## src/rtl/b64sd_pkg.sv

```systemverilog
// Shared types, constants and the character-to-sextet lookup for the
// base64url stream decoder. No dependencies.
package b64sd_pkg;

  localparam logic [7:0] CH_UPPER_A = 8'h41;
  localparam logic [7:0] CH_UPPER_Z = 8'h5A;
  localparam logic [7:0] CH_LOWER_A = 8'h61;
  localparam logic [7:0] CH_LOWER_Z = 8'h7A;
  localparam logic [7:0] CH_DIGIT_0 = 8'h30;
  localparam logic [7:0] CH_DIGIT_9 = 8'h39;
  localparam logic [7:0] CH_PLUS    = 8'h2B;
  localparam logic [7:0] CH_MINUS   = 8'h2D;
  localparam logic [7:0] CH_SLASH   = 8'h2F;
  localparam logic [7:0] CH_UNDER   = 8'h5F;

  localparam logic [5:0] SX_LOWER_BASE = 6'd26;
  localparam logic [5:0] SX_DIGIT_BASE = 6'd52;
  localparam logic [5:0] SX_PLUS       = 6'd62;
  localparam logic [5:0] SX_SLASH      = 6'd63;

  typedef struct packed {
    logic       bad;
    logic [5:0] val;
  } b64sd_sextet_t;

  // Up to three results from one character, data[0] goes out first.
  typedef struct packed {
    logic [2:0][7:0] data;
    logic [1:0]      cnt;     // results in this transaction group, 0..3
    logic            eos;     // group belongs to an end-of-string character
    logic            marker;  // single empty end marker
    logic            halted;  // marker of a halted string
  } b64sd_res_t;

  function automatic b64sd_sextet_t sextet_of(input logic [7:0] ch);
    b64sd_sextet_t s;
    s.bad = 1'b0;
    s.val = '0;
    if (ch >= CH_UPPER_A && ch <= CH_UPPER_Z) begin
      s.val = 6'(ch - CH_UPPER_A);
    end else if (ch >= CH_LOWER_A && ch <= CH_LOWER_Z) begin
      s.val = 6'(ch - CH_LOWER_A) + SX_LOWER_BASE;
    end else if (ch >= CH_DIGIT_0 && ch <= CH_DIGIT_9) begin
      s.val = 6'(ch - CH_DIGIT_0) + SX_DIGIT_BASE;
    end else if (ch == CH_PLUS || ch == CH_MINUS) begin
      s.val = SX_PLUS;
    end else if (ch == CH_SLASH || ch == CH_UNDER) begin
      s.val = SX_SLASH;
    end else begin
      s.bad = 1'b1;
    end
    return s;
  endfunction

endpackage

```

## src/rtl/base64url_stream_decoder.sv

```systemverilog
// Top level of the base64url stream decoder: input register, group decoder
// and result register. Depends on b64sd_pkg, b64sd_core and b64sd_outq.
//
// Decodes a base64url string (the standard '+' and '/' are taken as well)
// arriving one ASCII character per transaction, the last character flagged by
// in_end_of_string. Each full group of four characters gives up to three
// bytes; an invalid or '=' third symbol cuts the group to one byte, an invalid
// fourth to two, and an invalid first or second symbol halts the string: the
// rest of it is dropped and its end gives one empty marker (out_byte_present
// low) with out_decode_halted high. A partial group at the end of the string
// is handled as if padded with '='. Every end-of-string character yields at
// least one result; out_run_last marks the last result caused by a character
// and out_string_done the last result of the string. Timing: a character
// goes into an input register and is decoded from there; the decoder takes
// it when the result register is free or hands out its last result, or when
// the character has no result, and its results are then loaded into the
// result register, which drives the out_ ports. One character is taken per
// cycle unless a character with results waits for the result register; a
// character with k results holds the result register for k output
// transactions, while characters with no result keep flowing past it. Since
// four characters give at most three bytes, the sustained rate is one
// character per cycle with out_ready held high.
module base64url_stream_decoder
  import b64sd_pkg::*;
(
  input  logic       clk,
  input  logic       rst_n,
  input  logic       in_valid,
  output logic       in_ready,
  input  logic [7:0] in_char,
  input  logic       in_end_of_string,
  output logic       out_valid,
  input  logic       out_ready,
  output logic [7:0] out_data_byte,
  output logic       out_byte_present,
  output logic       out_run_last,
  output logic       out_string_done,
  output logic       out_decode_halted
);

  logic       in_vld_r;
  logic [7:0] in_char_r;
  logic       in_eos_r;
  logic       consume;
  logic       grp_free;
  b64sd_res_t res;

  // Input register frees up whenever the decoder takes its character.
  assign in_ready = !in_vld_r || consume;

  always_ff @(posedge clk) begin
    if (!rst_n) begin
      in_vld_r <= 1'b0;
    end else if (in_valid && in_ready) begin
      in_vld_r <= 1'b1;
    end else if (consume) begin
      in_vld_r <= 1'b0;
    end
  end

  always_ff @(posedge clk) begin
    if (in_valid && in_ready) begin
      in_char_r <= in_char;
      in_eos_r  <= in_end_of_string;
    end
  end

  b64sd_core u_core (
    .clk       (clk),
    .rst_n     (rst_n),
    .item_vld  (in_vld_r),
    .item_char (in_char_r),
    .item_eos  (in_eos_r),
    .grp_free  (grp_free),
    .consume   (consume),
    .res       (res)
  );

  // Only characters that produce results load the result register.
  b64sd_outq u_outq (
    .clk               (clk),
    .rst_n             (rst_n),
    .load              (consume && (res.cnt != 2'd0)),
    .res               (res),
    .out_ready         (out_ready),
    .grp_free          (grp_free),
    .out_valid         (out_valid),
    .out_data_byte     (out_data_byte),
    .out_byte_present  (out_byte_present),
    .out_run_last      (out_run_last),
    .out_string_done   (out_string_done),
    .out_decode_halted (out_decode_halted)
  );

endmodule

```

## src/rtl/b64sd_core.sv

```systemverilog
// Group decoder: holds the group-of-four state and turns one character into
// its result group. Depends on b64sd_pkg.
module b64sd_core
  import b64sd_pkg::*;
(
  input  logic       clk,
  input  logic       rst_n,
  input  logic       item_vld,
  input  logic [7:0] item_char,
  input  logic       item_eos,
  input  logic       grp_free,
  output logic       consume,
  output b64sd_res_t res
);

  typedef enum logic [1:0] {PH_A, PH_B, PH_C, PH_D} phase_t;

  phase_t        phase_r, phase_nxt;
  logic [17:0]   held_r, held_nxt;
  logic          ti_r, ti_nxt;
  logic          halt_r, halt_nxt;
  b64sd_sextet_t sx;
  logic [5:0]    sa, sb, sc;

  assign sx = sextet_of(item_char);
  assign sa = held_r[17:12];
  assign sb = held_r[11:6];
  assign sc = held_r[5:0];

  always_comb begin
    phase_nxt  = phase_r;
    held_nxt   = held_r;
    ti_nxt     = ti_r;
    halt_nxt   = halt_r;
    res.data   = '0;
    res.cnt    = 2'd0;
    res.eos    = item_eos;
    res.marker = 1'b0;
    res.halted = 1'b0;
    if (!halt_r) begin
      case (phase_r)
        PH_A: begin
          if (sx.bad) begin
            halt_nxt = 1'b1;
          end else begin
            held_nxt  = {sx.val, 12'd0};
            phase_nxt = PH_B;
            if (item_eos) halt_nxt = 1'b1;   // lone symbol: padded b is bad
          end
        end
        PH_B: begin
          if (sx.bad) begin
            halt_nxt = 1'b1;
          end else begin
            held_nxt[11:6] = sx.val;
            phase_nxt      = PH_C;
            if (item_eos) begin
              res.data[0] = {sa, sx.val[5:4]};
              res.cnt     = 2'd1;
            end
          end
        end
        PH_C: begin
          if (sx.bad) ti_nxt = 1'b1;
          else        held_nxt[5:0] = sx.val;
          phase_nxt = PH_D;
          if (item_eos) begin
            res.data[0] = {sa, sb[5:4]};
            res.cnt     = 2'd1;
            if (!ti_nxt) begin
              res.data[1] = {sb[3:0], sx.val[5:2]};
              res.cnt     = 2'd2;
            end
          end
        end
        default: begin
          res.data[0] = {sa, sb[5:4]};
          res.cnt     = 2'd1;
          if (!ti_r) begin
            res.data[1] = {sb[3:0], sc[5:2]};
            res.cnt     = 2'd2;
            if (!sx.bad) begin
              res.data[2] = {sc[1:0], sx.val};
              res.cnt     = 2'd3;
            end
          end
          phase_nxt = PH_A;
          held_nxt  = '0;
          ti_nxt    = 1'b0;
        end
      endcase
    end
    if (item_eos) begin
      if (res.cnt == 2'd0) begin
        res.cnt    = 2'd1;
        res.marker = 1'b1;
        res.halted = halt_nxt;
      end
      phase_nxt = PH_A;
      held_nxt  = '0;
      ti_nxt    = 1'b0;
      halt_nxt  = 1'b0;
    end
  end

  // A character with no results passes even while the result stage is busy.
  assign consume = item_vld && ((res.cnt == 2'd0) || grp_free);

  always_ff @(posedge clk) begin
    if (!rst_n) begin
      phase_r <= PH_A;
      held_r  <= '0;
      ti_r    <= 1'b0;
      halt_r  <= 1'b0;
    end else if (consume) begin
      phase_r <= phase_nxt;
      held_r  <= held_nxt;
      ti_r    <= ti_nxt;
      halt_r  <= halt_nxt;
    end
  end

endmodule

```

## src/rtl/b64sd_outq.sv

```systemverilog
// Result register: holds one result group and hands it out a byte per
// transaction. Depends on b64sd_pkg.
module b64sd_outq
  import b64sd_pkg::*;
(
  input  logic       clk,
  input  logic       rst_n,
  input  logic       load,
  input  b64sd_res_t res,
  input  logic       out_ready,
  output logic       grp_free,
  output logic       out_valid,
  output logic [7:0] out_data_byte,
  output logic       out_byte_present,
  output logic       out_run_last,
  output logic       out_string_done,
  output logic       out_decode_halted
);

  logic [2:0][7:0] data_r;
  logic [1:0]      cnt_r;
  logic            eos_r;
  logic            marker_r;
  logic            halted_r;
  logic            last;

  assign last      = (cnt_r == 2'd1);
  assign out_valid = (cnt_r != 2'd0);
  assign grp_free  = (cnt_r == 2'd0) || (last && out_ready);

  assign out_data_byte     = data_r[0];
  assign out_byte_present  = !marker_r;
  assign out_run_last      = last;
  assign out_string_done   = last && eos_r;
  assign out_decode_halted = marker_r && halted_r;

  always_ff @(posedge clk) begin
    if (!rst_n) begin
      cnt_r <= 2'd0;
    end else if (load) begin
      cnt_r <= res.cnt;
    end else if (out_valid && out_ready) begin
      cnt_r <= cnt_r - 2'd1;
    end
  end

  always_ff @(posedge clk) begin
    if (load) begin
      data_r   <= res.data;
      eos_r    <= res.eos;
      marker_r <= res.marker;
      halted_r <= res.halted;
    end else if (out_valid && out_ready) begin
      data_r[0] <= data_r[1];
      data_r[1] <= data_r[2];
    end
  end

endmodule

```

## config.mk

```make
export PLATFORM = sky130hd
export DESIGN_NAME = base64url_stream_decoder
export DESIGN_NICKNAME = d
export VERILOG_FILES = /design/src/rtl/b64sd_pkg.sv /design/src/rtl/base64url_stream_decoder.sv /design/src/rtl/b64sd_core.sv /design/src/rtl/b64sd_outq.sv
export SDC_FILE = /design/constraint.sdc
export NUM_CORES = 1
export LEC_CHECK = 0
export BUFFER_PORTS_ARGS = -buffer_cell sky130_fd_sc_hd__clkbuf_2
export CAP_MARGIN = 20
export CORE_MARGIN = 8
export CORE_UTILIZATION = 50
export DETAILED_ROUTE_END_ITERATION = 7
export PLACE_DENSITY = 0.7
export SLEW_MARGIN = 10
export SYNTH_ARGS = -nofsm -noshare
export SYNTH_HDL_FRONTEND = slang
export SYNTH_SLANG_ARGS = --single-unit
```

## constraint.sdc

```tcl
create_clock -name clk -period 5.52 [get_ports clk]
set_clock_uncertainty 0.2 [all_clocks]
set_input_delay 0.276 -clock clk [delete_from_list [all_inputs] [get_ports clk]]
set_output_delay 0.276 -clock clk [all_outputs]
set_load 0.02 [all_outputs]
```

# Yosys cells after proc, flatten, opt, wreduce, memory -nomap -nowiden
# Index checks and enable logic that the tools add are counted.
# totals
regBits	61
inputBits	13
out_inout_bits	14
word_cells	131
# classes
addsub	6
magnitude_cmp	6
n_eq_ne	15
n_mux	54
reduce_logical	34
# ops
cell	n
$mux 18	5
$mux 6	6
$pmux 6 s3	2
$mux 16	2
$pmux 10 s3	1
$eq 8x6->1 const B	3
$mux 2	11
$mux 10	2
$mux 1	18
$ge 8x7->1 const B	2
$le 8x7->1 const B	2
$mux 8	2
$pmux 8 s2	1
$pmux 6 s2	1
$sub 6x6->6 const B	2
$logic_and 1x1->1	10
$reduce_and 5->1	2
$ne 3x3->1 const B	3
$eq 8x7->1 const B	1
$ge 8x6->1 const B	1
$le 8x6->1 const B	1
$logic_not 2->1	4
$reduce_and 4->1	2
$reduce_bool 2->1	4
16 further kinds	27

# Depth between registers and ports, before layout
# Gate-level depths: netlist of run 1.
# logic_depth
word_depth	23
mapped_depth	12

# Cells and area by module
# A second synthesis of run 1 with hierarchy kept.
# unflattened
hier_cells	356
area_unflattened_um2	3647.2
# modules_own_cells
mod	instances	cells_each	area_each_um2	seq_area_each_um2
b64sd_core	1	266	2037.0	440.4
b64sd_outq	1	75	1275.0	850.8
base64url_stream_decoder	1	15	335.3	290.3

# Least setup slack after synthesis of run 1
# OpenSTA, ideal clock, no wires.
# synth_timing
kind	register to register
from	register in_char_r[2]
to	register in_char_r[0] (enable)
arrival_time_ns	2.608
required_time_ns	4.983
path_slack_ns	2.374
path_stages_with_launch	12
cell_sequence	edfxtp_1 -> buf_6 -> inv_1 -> ha_1 -> nor2b_1 -> o211ai_1 -> a31o_2 -> o31a_1 -> o21a_2 -> buf_2 -> nand2_1 -> and2_1
# synth_between
elab_chain_cells	22
elab_cells_between_ends	38
classes_between	order compare (6); eq/ne (4); mux (17); reduce/logical (11)
# synth_lines
item	line	rtl
from (decl)	base64url_stream_decoder.sv:42	logic [7:0] in_char_r;
from (signal assigned)	base64url_stream_decoder.sv:63	in_char_r <= in_char;
branches (longest 6 deep; another with $ge 8x6->1)	--	
$mux 1 *	b64sd_pkg.sv:39	if (ch >= CH_UPPER_A && ch <= CH_UPPER_Z) begin
$mux 1	b64sd_core.sv:64	if (sx.bad) ti_nxt = 1'b1;
$mux 1	b64sd_core.sv:41	case (phase_r)
$mux 1	b64sd_core.sv:40	if (!halt_r) begin
$mux 2	b64sd_core.sv:70	if (!ti_nxt) begin
$mux 18	b64sd_core.sv:67	if (item_eos) begin
$pmux 10 s3 *	b64sd_core.sv:41	
(+2 left out)	--	
$mux 2	b64sd_core.sv:94	if (res.cnt == 2'd0) begin
$mux 2 *	b64sd_core.sv:93	if (item_eos) begin
$logic_not 2->1 *	b64sd_core.sv:107	assign consume = item_vld && ((res.cnt == 2'd0) || grp_free);
$logic_or 1x1->1 *	b64sd_core.sv:107	
$logic_and 1x1->1 *	b64sd_core.sv:107	
$logic_or 1x1->1 *	base64url_stream_decoder.sv:49	assign in_ready = !in_vld_r || consume;
net in_ready	base64url_stream_decoder.sv:29	output logic in_ready,
$logic_and 1x1->1 *	base64url_stream_decoder.sv:62	if (in_valid && in_ready) begin
# Mark *: on every way through the listed nets, which the timed path passes. The select of a mux whose other input is x is not followed.
# A chain may end at the register's enable or synchronous reset.

# Worst setup path in the final report of run 1
# layout_timing
from	register in_char_r[2]
to	output port in_ready
# layout_between
elab_chain_cells	21
elab_cells_between_ends	37
classes_between	order compare (6); eq/ne (4); mux (17); reduce/logical (10)
# layout_lines
item	line
branches (longest 6 deep; another with $ge 8x6->1)	--
$mux 1 *	b64sd_pkg.sv:39
$mux 1	b64sd_core.sv:64
$mux 1	b64sd_core.sv:41
$mux 1	b64sd_core.sv:40
$mux 2	b64sd_core.sv:70
$mux 18	b64sd_core.sv:67
$pmux 10 s3 *	b64sd_core.sv:41
$mux 18 *	b64sd_core.sv:40
$logic_not 2->1	b64sd_core.sv:94
$mux 2	b64sd_core.sv:94
$mux 2 *	b64sd_core.sv:93
$logic_not 2->1 *	b64sd_core.sv:107
$logic_or 1x1->1 *	b64sd_core.sv:107
$logic_and 1x1->1 *	b64sd_core.sv:107
$logic_or 1x1->1 *	base64url_stream_decoder.sv:49
to (decl)	base64url_stream_decoder.sv:29
# Every way passes the cells marked *. The select of a mux whose other input is x is not followed.

==> impl_metrics.yaml, run 1 <==
cells_and_area:
  syn2layout_area_growth_pct: 11.4
  drive_gt1_share_pct: 16.0
  diodes: 0
  finalInstanceArea_um2: 3820
  stdcell_count: 456
  multi_input_area_um2: 1640
  num-fill-cells: 572
  seqCellArea_um2: 1580
  nets: 399
  final_util_pct: 56.9
sta:
  worstMarginPinSlew_ns: 0.963
  hold_violations: 0
  worst_slack_ns: 1.91
  layout_min_cycle_time_ns: 3.61
  setup_violations: 0
  maxSlewHeadroom_pct: 35.6
  rsz0062_at_grt: "no"
  finalCritPeriodShare_pct: 65.4
  slew_violations: 0
  setup_tns_ns: 0
  whs_ns: 0.250
  fmax_mhz: 277
power:
  p_total_mw: 1.22
  power_density_nw_per_um2: 318
  power_frac_clock_pct: 33.0
  intPower_mw: 0.840
  peakVddDrop_mv: 0.119
  combPwrFrac_pct: 20.1
  leakagePower_nw: 1.43
  pwr-share-seq_pct: 46.8
  p_sw_share_pct: 31.0
  p_switching_mw: 0.377
routing:
  avgRoutedWirePerCell_um: 16.3
  ant_nets: 0
  drc: 0
  dr_wl_met3_um: 313
  wirelength_um: 7420
  wl_met2_um: 3500
  via_per_inst: 5.76
  vias: 2625
  dr.pass1.iters: 4
  routed.top_layer: "met4"
  drt_iter0_markers: 162
  met1_length_um: 3310
critical_path:
  cp_top_family: "compound AO/OA/AOI/OAI gates"
  endpoint_kind: "primary output"
  ff2ff_setup_slack_ns: 1.94
  cp_cell_sequence: "inv_1 -> ha_1 -> a21oi_1 -> nor3b_2 -> nor3_2 -> o31a_1 -> o21a_2 -> nand2_1 -> clkbuf_2"
  cpMaxStageDelayCell: "edfxtp_1"
  r2r_end: "u_outq.cnt_r[1]"
  critPathLaunch: "in_char_r[2]"
  reg2regPathDepth: 10
  critPathBufInv: 2
  worst-endpoint-arrival_ns: 3.14
  critical_path_depth: 9
  cp_data_required_time_ns: 5.04
  reg2reg_from: "in_char_r[2]"
  path_max_fanout: 17
  slowest_delay_ns: 0.52
  crit_end: "in_ready"
  worst-setup-path-type: "reg -> out"
  start_kind: "flop"
clocking:
  clk_pin_slew_worst_paths_ns: 0.07
  cts_sinks: 61
  cts_tree: "yes"
  numCtsBuffers: 9
  ctsResizeCount: 0
  clk_latency_ns: 0.35
  htreeDepth: 3
  clock_path_buffers: 2
  cts_hold_buf: 10
  cts-root-buf: "clkbuf_8"
  cts_setup_buffers: 0
logic_synthesis:
  synth_cell_types: 61
  synth-seq-cells: 61
  ys_warn_count: 0
  synth_area_leader_cell: "edfxtp_1"
  async_flop_share_pct: 0
  syn-num-nets: 376
  synth_top_cell_area_share_pct: 31.5
  syn_area_per_cell_um2: 9.86
  syn_inst: 348
  yosysSeqAreaShare_pct: 46.1
  ys.flop_type: "edfxtp_1"
  synth-edff-count: 36
  synth.cell_area_um2: 3430
  ys_top_cells_by_area: "edfxtp_1, dfxtp_1, nand2_1"
floorplan:
  ios: 27
  die_w_um: 98.9
  core_region_area_um2: 6720
  rows: 30
  initial_core_util_pct: 51.1
  die-area_um2: 9770
  die_height_um: 98.9
hold_path:
  hold_path.startpoint: "u_core.held_r[4]"
  worstHoldPathType: "reg -> reg"
grt:
  grt_pass1_vias: 2489
  grt_first_pass_wirelength_um: 12100
  grt_max_degree: 23
  grt_usage_pct: 15.8
  antenna_found_initial: 0
  overflow: 0
placed_design:
  place_congestion: 0.938
  port_buffers: 26
  dp.cells: 430
  pre_cts_ws_ns: 1.95
  hpwl_um: 5190
  postPlaceCellArea_um2: 3520
run:
  drv_cap: 0
run_status:
  status: "finished clean"
-- layout by cell type, fill, tap and decap left out, drive strengths merged, types with 3 or more instances in the layout --
| cell | n |
|---|---|
| nand2 | 53 |
| edfxtp | 36 |
| clkbuf | 35 |
| dfxtp | 25 |
| nor2 | 18 |
| inv | 17 |
| o21ai | 17 |
| a21oi | 16 |
| mux2i | 15 |
| ha | 15 |
| nand2b | 10 |
| a22o | 10 |
| dlygate4sd3 | 10 |
| nor2b | 9 |
| nand3 | 8 |
| or4 | 6 |
| a31oi | 6 |
| nor3 | 5 |
| nor3b | 5 |
| clkinv | 5 |
| and2 | 4 |
| o31ai | 4 |
| xnor2 | 3 |
| or3 | 3 |
| mux2 | 3 |
| a211oi | 3 |
| o21a | 3 |
| nor4b | 3 |
-- power groups by stage --
stage	Sequential, mW	Combinational, mW	Clock [mW]
floorplan	0.566	0.207	0
global placement	0.579	0.236	0
detailed placement	0.580	0.241	0
CTS	0.570	0.247	0.403
global route	0.575	0.270	0.428
finish	0.570	0.245	0.402
-- cell families after synthesis --
| group | after synthesis | synth area share [%] |
|---|---|---|
| AND/OR/NAND/NOR | 132 | 20.3 |
| multiplexers | 18 | 5.36 |
| buffers and inverters | 42 | 6.09 |
| flip-flops | 61 | 46.1 |
| adder cells (fa/ha/maj) | 15 | 5.47 |
| XOR/XNOR | 3 | 0.766 |
| AO/OA/AOI/OAI | 77 | 15.9 |
-- worst reg2reg max path, cell delays in order (launching register included) --
cell	delay [ns]
edfxtp_1	0.52
inv_1	0.15
ha_1	0.26
a22oi_1	0.22
nand2b_1	0.10
a31o_2	0.30
o31a_1	0.44
o21ai_1	0.17
buf_4	0.24
nand2b_1	0.42
o221a_2	0.44
-- cell usage after synthesis, types with 5 or more instances --
library cell and number:
nand2_1 53, edfxtp_1 36, dfxtp_1 25, nor2_1 17
a21oi_1 16, inv_1 16, ha_1 15, mux2i_1 15
o21ai_0 14, a22o_1 10, nand2b_1 10, clkbuf_1 9
nor2b_1 9, buf_4 8, nand3_1 8, or4_1 6
a31oi_1 5, buf_2 5
-- sequential cells by signal, summed over array words and instances, names as in the netlist, 2 cells and up --
signal	flops
u_core.phase_r	2
u_core.held_r	18
u_outq.cnt_r	2
u_outq.data_r	16
u_outq.out_data_byte	8
in_char_r	8
-- worst min-delay path by stage --
stage                       endpoint  slack, ns  depth (start not counted)
global placement    u_core.held_r[4]       0.24                          2
global route        u_core.held_r[4]       0.28                          2
detailed placement  u_core.held_r[4]       0.24                          2
floorplan               in_char_r[0]       0.17                          0
CTS                    u_core.halt_r       0.25                          5
finish              u_core.held_r[4]       0.25                          2
-- per-layer routing --
metal | GRT usage (%) | vias up
li1 | - | 1293
met3 | 4.23 | 23
met4 | 10.4 | 0
met2 | 25.3 | 78
met1 | 18.3 | 1231
met5 | 0 | -
-- cell type report --
cell class                      instances  share of cell area [%]
Clock inverter                          7                    1.93
Inverter                               17                    1.67
Clock buffer                            9                    3.24
Sequential cell                        61                    41.4
Multi-Input combinational cell        245                    42.9
Tap cell                               80                    2.62
Timing Repair Buffer                   37                    6.22
Power figures use the tool's default switching activity.
==> run 2: changes to the inputs <==
PLACE_DENSITY = 0.73   (was 0.7)
clock period = 3.25 ns   (was 5.52 ns; I/O delays follow)
==> impl_metrics.yaml, run 2 (same netlist as run 1, synthesis figures left out) <==
run_status:
  status: "finished clean"
sta:
  worstMarginPinSlew_ns: 0.789
  slew_violations: 0
  setup_violations: 0
  fmax_mhz: 321
  rsz0062_at_grt: "yes"
  maxSlewHeadroom_pct: 47.3
  finalCritPeriodShare_pct: 95.8
  hold_violations: 0
  setup_tns_ns: 0
  layout_min_cycle_time_ns: 3.11
clocking:
  numCtsBuffers: 9
  cts_tree: "yes"
  clock_path_buffers: 2
  htreeDepth: 3
  cts-root-buf: "clkbuf_8"
  clk_latency_ns: 0.35
  clk_pin_slew_worst_paths_ns: 0.07
  cts_sinks: 61
cells_and_area:
  largest_reg_flops: 18
  diodes: 0
  final_util_pct: 59.4
  mostFrequentLayoutCells: "nand2_1, edfxtp_1, clkbuf_2, dfxtp_1, nor2_1"
  reg_top3: "u_core.held_r (18), u_outq.data_r (16)"
  largest_register: "u_core.held_r"
  stdcell_count: 472
  syn2layout_area_growth_pct: 16.3
  num-fill-cells: 575
  final_common_cell: "nand2_1"
  drive_gt1_share_pct: 20.7
  nets: 415
placed_design:
  hpwl_um: 5400
  place_congestion: 0.886
  port_buffers: 26
  dp.cells: 443
critical_path:
  reg2reg_from: "in_char_r[0]"
  r2r_end: "u_outq.data_r[19]"
  worst-setup-path-type: "reg -> out"
  worst-endpoint-arrival_ns: 2.75
  endpoint_kind: "primary output"
  cp_data_required_time_ns: 2.89
  start_kind: "flop"
  reg2regPathDepth: 8
  ff2ff_setup_slack_ns: 0.15
  path_max_fanout: 17
grt:
  grt_max_degree: 20
  grt_first_pass_wirelength_um: 12200
  antenna_found_initial: 0
  overflow: 0
  grt_usage_pct: 15.9
  grt_pass1_vias: 2554
hold_path:
  worstHoldEndpoint: "u_outq.cnt_r[0]"
  hold_path_depth: 4
  worstHoldPathType: "in -> reg"
  hold_path.startpoint: "out_ready"
routing:
  vias: 2666
  dr.pass1.iters: 4
  drt_iter0_markers: 171
  avgRoutedWirePerCell_um: 16.1
  wirelength_um: 7580
  ant_nets: 0
  via_per_inst: 5.65
  drc: 0
floorplan:
  ios: 27
  rows: 30
  die_height_um: 98.9
  initial_core_util_pct: 51.1
  core_region_area_um2: 6720
  die-area_um2: 9770
  die_w_um: 98.9
power:
  power_density_nw_per_um2: 526
  peakVddDrop_mv: 0.207
  leakagePower_nw: 1.51
run:
  drv_cap: 0
## run 2: layer usage
metal | GRT usage [%] | wire [um] | vias to the layer above
li1 | - | - | 1325
met3 | 4.30 | 376 | 16
met4 | 8.26 | 182 | 0
met2 | 27.9 | 3780 | 78
met1 | 17.1 | 3240 | 1247
met5 | 0 | 0 | -
## run 2: area by class of cell
class / count / area [um2] / area share [%]
Inverter: 17 / 63.8 / 1.60
Multi-Input combinational cell: 245 / 1690 / 42.3
Tap cell: 80 / 100 / 2.51
Timing Repair Buffer: 53 / 360 / 9.03
Clock buffer: 9 / 124 / 3.10
Sequential cell: 61 / 1580 / 39.6
Clock inverter: 7 / 73.8 / 1.85
## run 2: how the worst max path moves through the flow
stage / startpoint / endpoint / slack (ns)
after global routing: in_char_r[0] / u_outq.out_data_byte[0] / -0.06
after floorplan: in_char_r[2] / in_char_r[0] / 0.10
after CTS: in_char_r[0] / in_ready / 0.03
final: in_char_r[0] / in_ready / 0.14
after global placement: in_char_r[0] / in_char_r[0] / 0.20
after detailed placement: in_char_r[0] / in_char_r[0] / 0.12
## run 2: critical path, cell delays in order, from the launching register on
cell and delay [ns]:
edfxtp_1 0.50, ha_1 0.31, a22oi_1 0.24, nand2b_1 0.12
a31o_2 0.32, o31a_1 0.35, o21a_4 0.29, nand2_1 0.09
clkbuf_2 0.17
## run 2: metrics by stage
step                hold slack (ns)  area [um2]  setup slack [ns]  power, mW
detailed placement            0.143        3620             0.124       1.41
global placement              0.139        3620             0.203       1.40
floorplan                    0.0614        3430             0.104       1.31
CTS                           0.150        3930            0.0348       2.10
finish                        0.152        3990             0.135       2.10
global route                  0.199        3990           -0.0605       2.20
## run 2: report_power, final
group / switching, mW / internal [mW] / leakage, nW
Clock: 0.322 / 0.357 / 0.100
Combinational: 0.281 / 0.178 / 0.873
Sequential: 0.0427 / 0.919 / 0.542
Total: 0.646 / 1.45 / 1.51
## run 2: repair_timing
item	4_1_cts	5_1_grt
hold endpoints to repair	12	0
hold buffers	11	0
endpoints found under the setup margin	0	63
buffers inserted	0	2
resized for setup	0	8
==> run 3: changes to the inputs <==
BUFFER_PORTS_ARGS = not set   (was -buffer_cell sky130_fd_sc_hd__clkbuf_2)
CORE_UTILIZATION = 30   (was 50)
DONT_BUFFER_PORTS = 1   (was not set)
PLACE_DENSITY = 0.47   (was 0.73)
==> impl_metrics.yaml, run 3 (same netlist as run 1, synthesis figures left out) <==
critical_path:
  worst-setup-path-type: "reg -> out"
  worst-endpoint-arrival_ns: 2.72
  ff2ff_setup_slack_ns: 0.17
  start_kind: "flop"
  r2r_end: "u_core.held_r[13]"
  reg2regPathDepth: 9
  cpMaxStageDelayCell: "edfxtp_1"
  cp_data_required_time_ns: 2.89
  endpoint_kind: "primary output"
  cp_top_family: "compound AO/OA/AOI/OAI gates"
  reg2reg_from: "in_char_r[1]"
  slowest_delay_ns: 0.44
  cp_cell_sequence: "inv_1 -> ha_1 -> a22oi_1 -> nand2b_1 -> a31o_2 -> o31ai_4 -> o21a_4 -> nand2_1 -> buf_4"
  critPathBufInv: 2
  path_max_fanout: 14
sta:
  fmax_mhz: 325
  layout_min_cycle_time_ns: 3.08
  finalCritPeriodShare_pct: 94.8
  slew_violations: 0
  whs_ns: 0.0346
  worstMarginPinSlew_ns: 1.01
  setup_tns_ns: 0
  setup_violations: 0
  rsz0062_at_grt: "yes"
  maxSlewHeadroom_pct: 32.3
  hold_violations: 0
cells_and_area:
  mostFrequentLayoutCells: "nand2_1, edfxtp_1, dfxtp_1, nor2_1"
  final_common_cell: "nand2_1"
  syn2layout_area_growth_pct: 17.4
  reg_top3: "u_core.held_r (18), u_outq.data_r (16)"
  diodes: 0
  drive_gt1_share_pct: 14.4
  nets: 390
  stdcell_count: 510
  num-fill-cells: 1144
  largest_reg_flops: 18
  largest_register: "u_core.held_r"
power:
  power_density_nw_per_um2: 569
  peakVddDrop_mv: 0.378
  p_total_mw: 2.29
  combPwrFrac_pct: 18.1
  power_frac_clock_pct: 38.4
  pwr-share-seq_pct: 43.4
  p_sw_share_pct: 30.1
  leakagePower_nw: 1.45
  intPower_mw: 1.60
  p_switching_mw: 0.691
grt:
  grt_pass1_vias: 2620
  grt_max_degree: 23
  grt_usage_pct: 11.5
  grt_first_pass_wirelength_um: 13400
  overflow: 0
  antenna_found_initial: 0
hold_path:
  worstHoldEndpoint: "in_eos_r"
  hold_path.startpoint: "in_valid"
  worstHoldPathType: "in -> reg"
  hold_path_depth: 2
routing:
  wirelength_um: 8140
  vias: 2539
  ant_nets: 0
  via_per_inst: 4.98
  drc: 0
  drt_iter0_markers: 123
  avgRoutedWirePerCell_um: 16.0
  dr.pass1.iters: 4
clocking:
  cts_setup_buffers: 0
  clk_pin_slew_worst_paths_ns: 0.06
  htreeDepth: 3
  cts-root-buf: "clkbuf_16"
  cts_sinks: 61
  clk_latency_ns: 0.33
  cts_tree: "yes"
  clock_path_buffers: 2
  numCtsBuffers: 9
floorplan:
  ios: 27
  core_region_area_um2: 11300
  die_w_um: 123
  rows: 39
  die-area_um2: 15100
  initial_core_util_pct: 30.4
  die_height_um: 123
run_status:
  status: "finished clean"
run:
  drv_cap: 0
placed_design:
  port_buffers: 0
  dp.cells: 483
  place_congestion: 0.781
  hpwl_um: 5840
run 3: metal layers:
layer  global-route usage [%]  vias up  share of wire, %
met1                     14.1     1204                47
li1                         -     1273                 -
met5                        0        -                 0
met4                     3.50        0              0.71
met2                     18.8       58                48
met3                     4.02        4               4.7
run 3: power by group through the flow:
stage          combinational, mW  sequential, mW  clock, mW
4_1_cts                    0.411           0.997      0.905
3_3_place_gp               0.386            1.01          0
6_report                   0.416           0.996      0.882
2_1_floorplan              0.352           0.962          0
5_1_grt                    0.464            1.01      0.943
3_5_place_dp               0.390            1.01          0
run 3: worst max-delay path by stage:
stage,endpoint,cells after the start,from
3_3_place_gp,u_core.phase_r[0],9,in_char_r[0]
4_1_cts,u_core.held_r[6],5,rst_n
2_1_floorplan,in_char_r[0],11,in_char_r[2]
3_5_place_dp,u_core.phase_r[1],9,in_char_r[0]
6_report,in_ready,9,in_char_r[1]
5_1_grt,in_ready,9,in_char_r[1]
run 3: worst register-to-register path: stages, from the launching register on:
cell	delay [ns]
edfxtp_1	0.44
inv_1	0.14
ha_1	0.25
a22oi_1	0.23
nand2b_1	0.12
a31o_2	0.32
o31a_1	0.32
o21a_4	0.29
or4_1	0.55
a21oi_1	0.15
run 3: per-stage QoR:
stage | utilization [%] | instance area (um2) | setup WS [ns]
after floorplan | - | 3430 | 0.104
after global placement | 31.9 | 3590 | 0.126
after detailed placement | 31.9 | 3590 | 0.0487
after CTS | 35.4 | 3990 | 0.0738
after global routing | 35.8 | 4030 | -0.00687
final | 35.8 | 4030 | 0.169
run 3: timing repair:
item	CTS	global route
hold buffers	11	0
setup endpoints to repair	1	38
resized for setup	1	8
hold endpoints to repair	34	0
pin swaps	0	1
gates cloned	0	0
run 3: cell type report:
type                            count  area (um2)  share of cell area [%]
Clock buffer                        9         225                    5.59
Clock inverter                      7        50.0                    1.24
Inverter                           17        63.8                    1.58
Multi-Input combinational cell    245        1690                    41.8
Sequential cell                    61        1580                    39.2
Tap cell                          143         179                    4.44
Timing Repair Buffer               28         245                    6.09
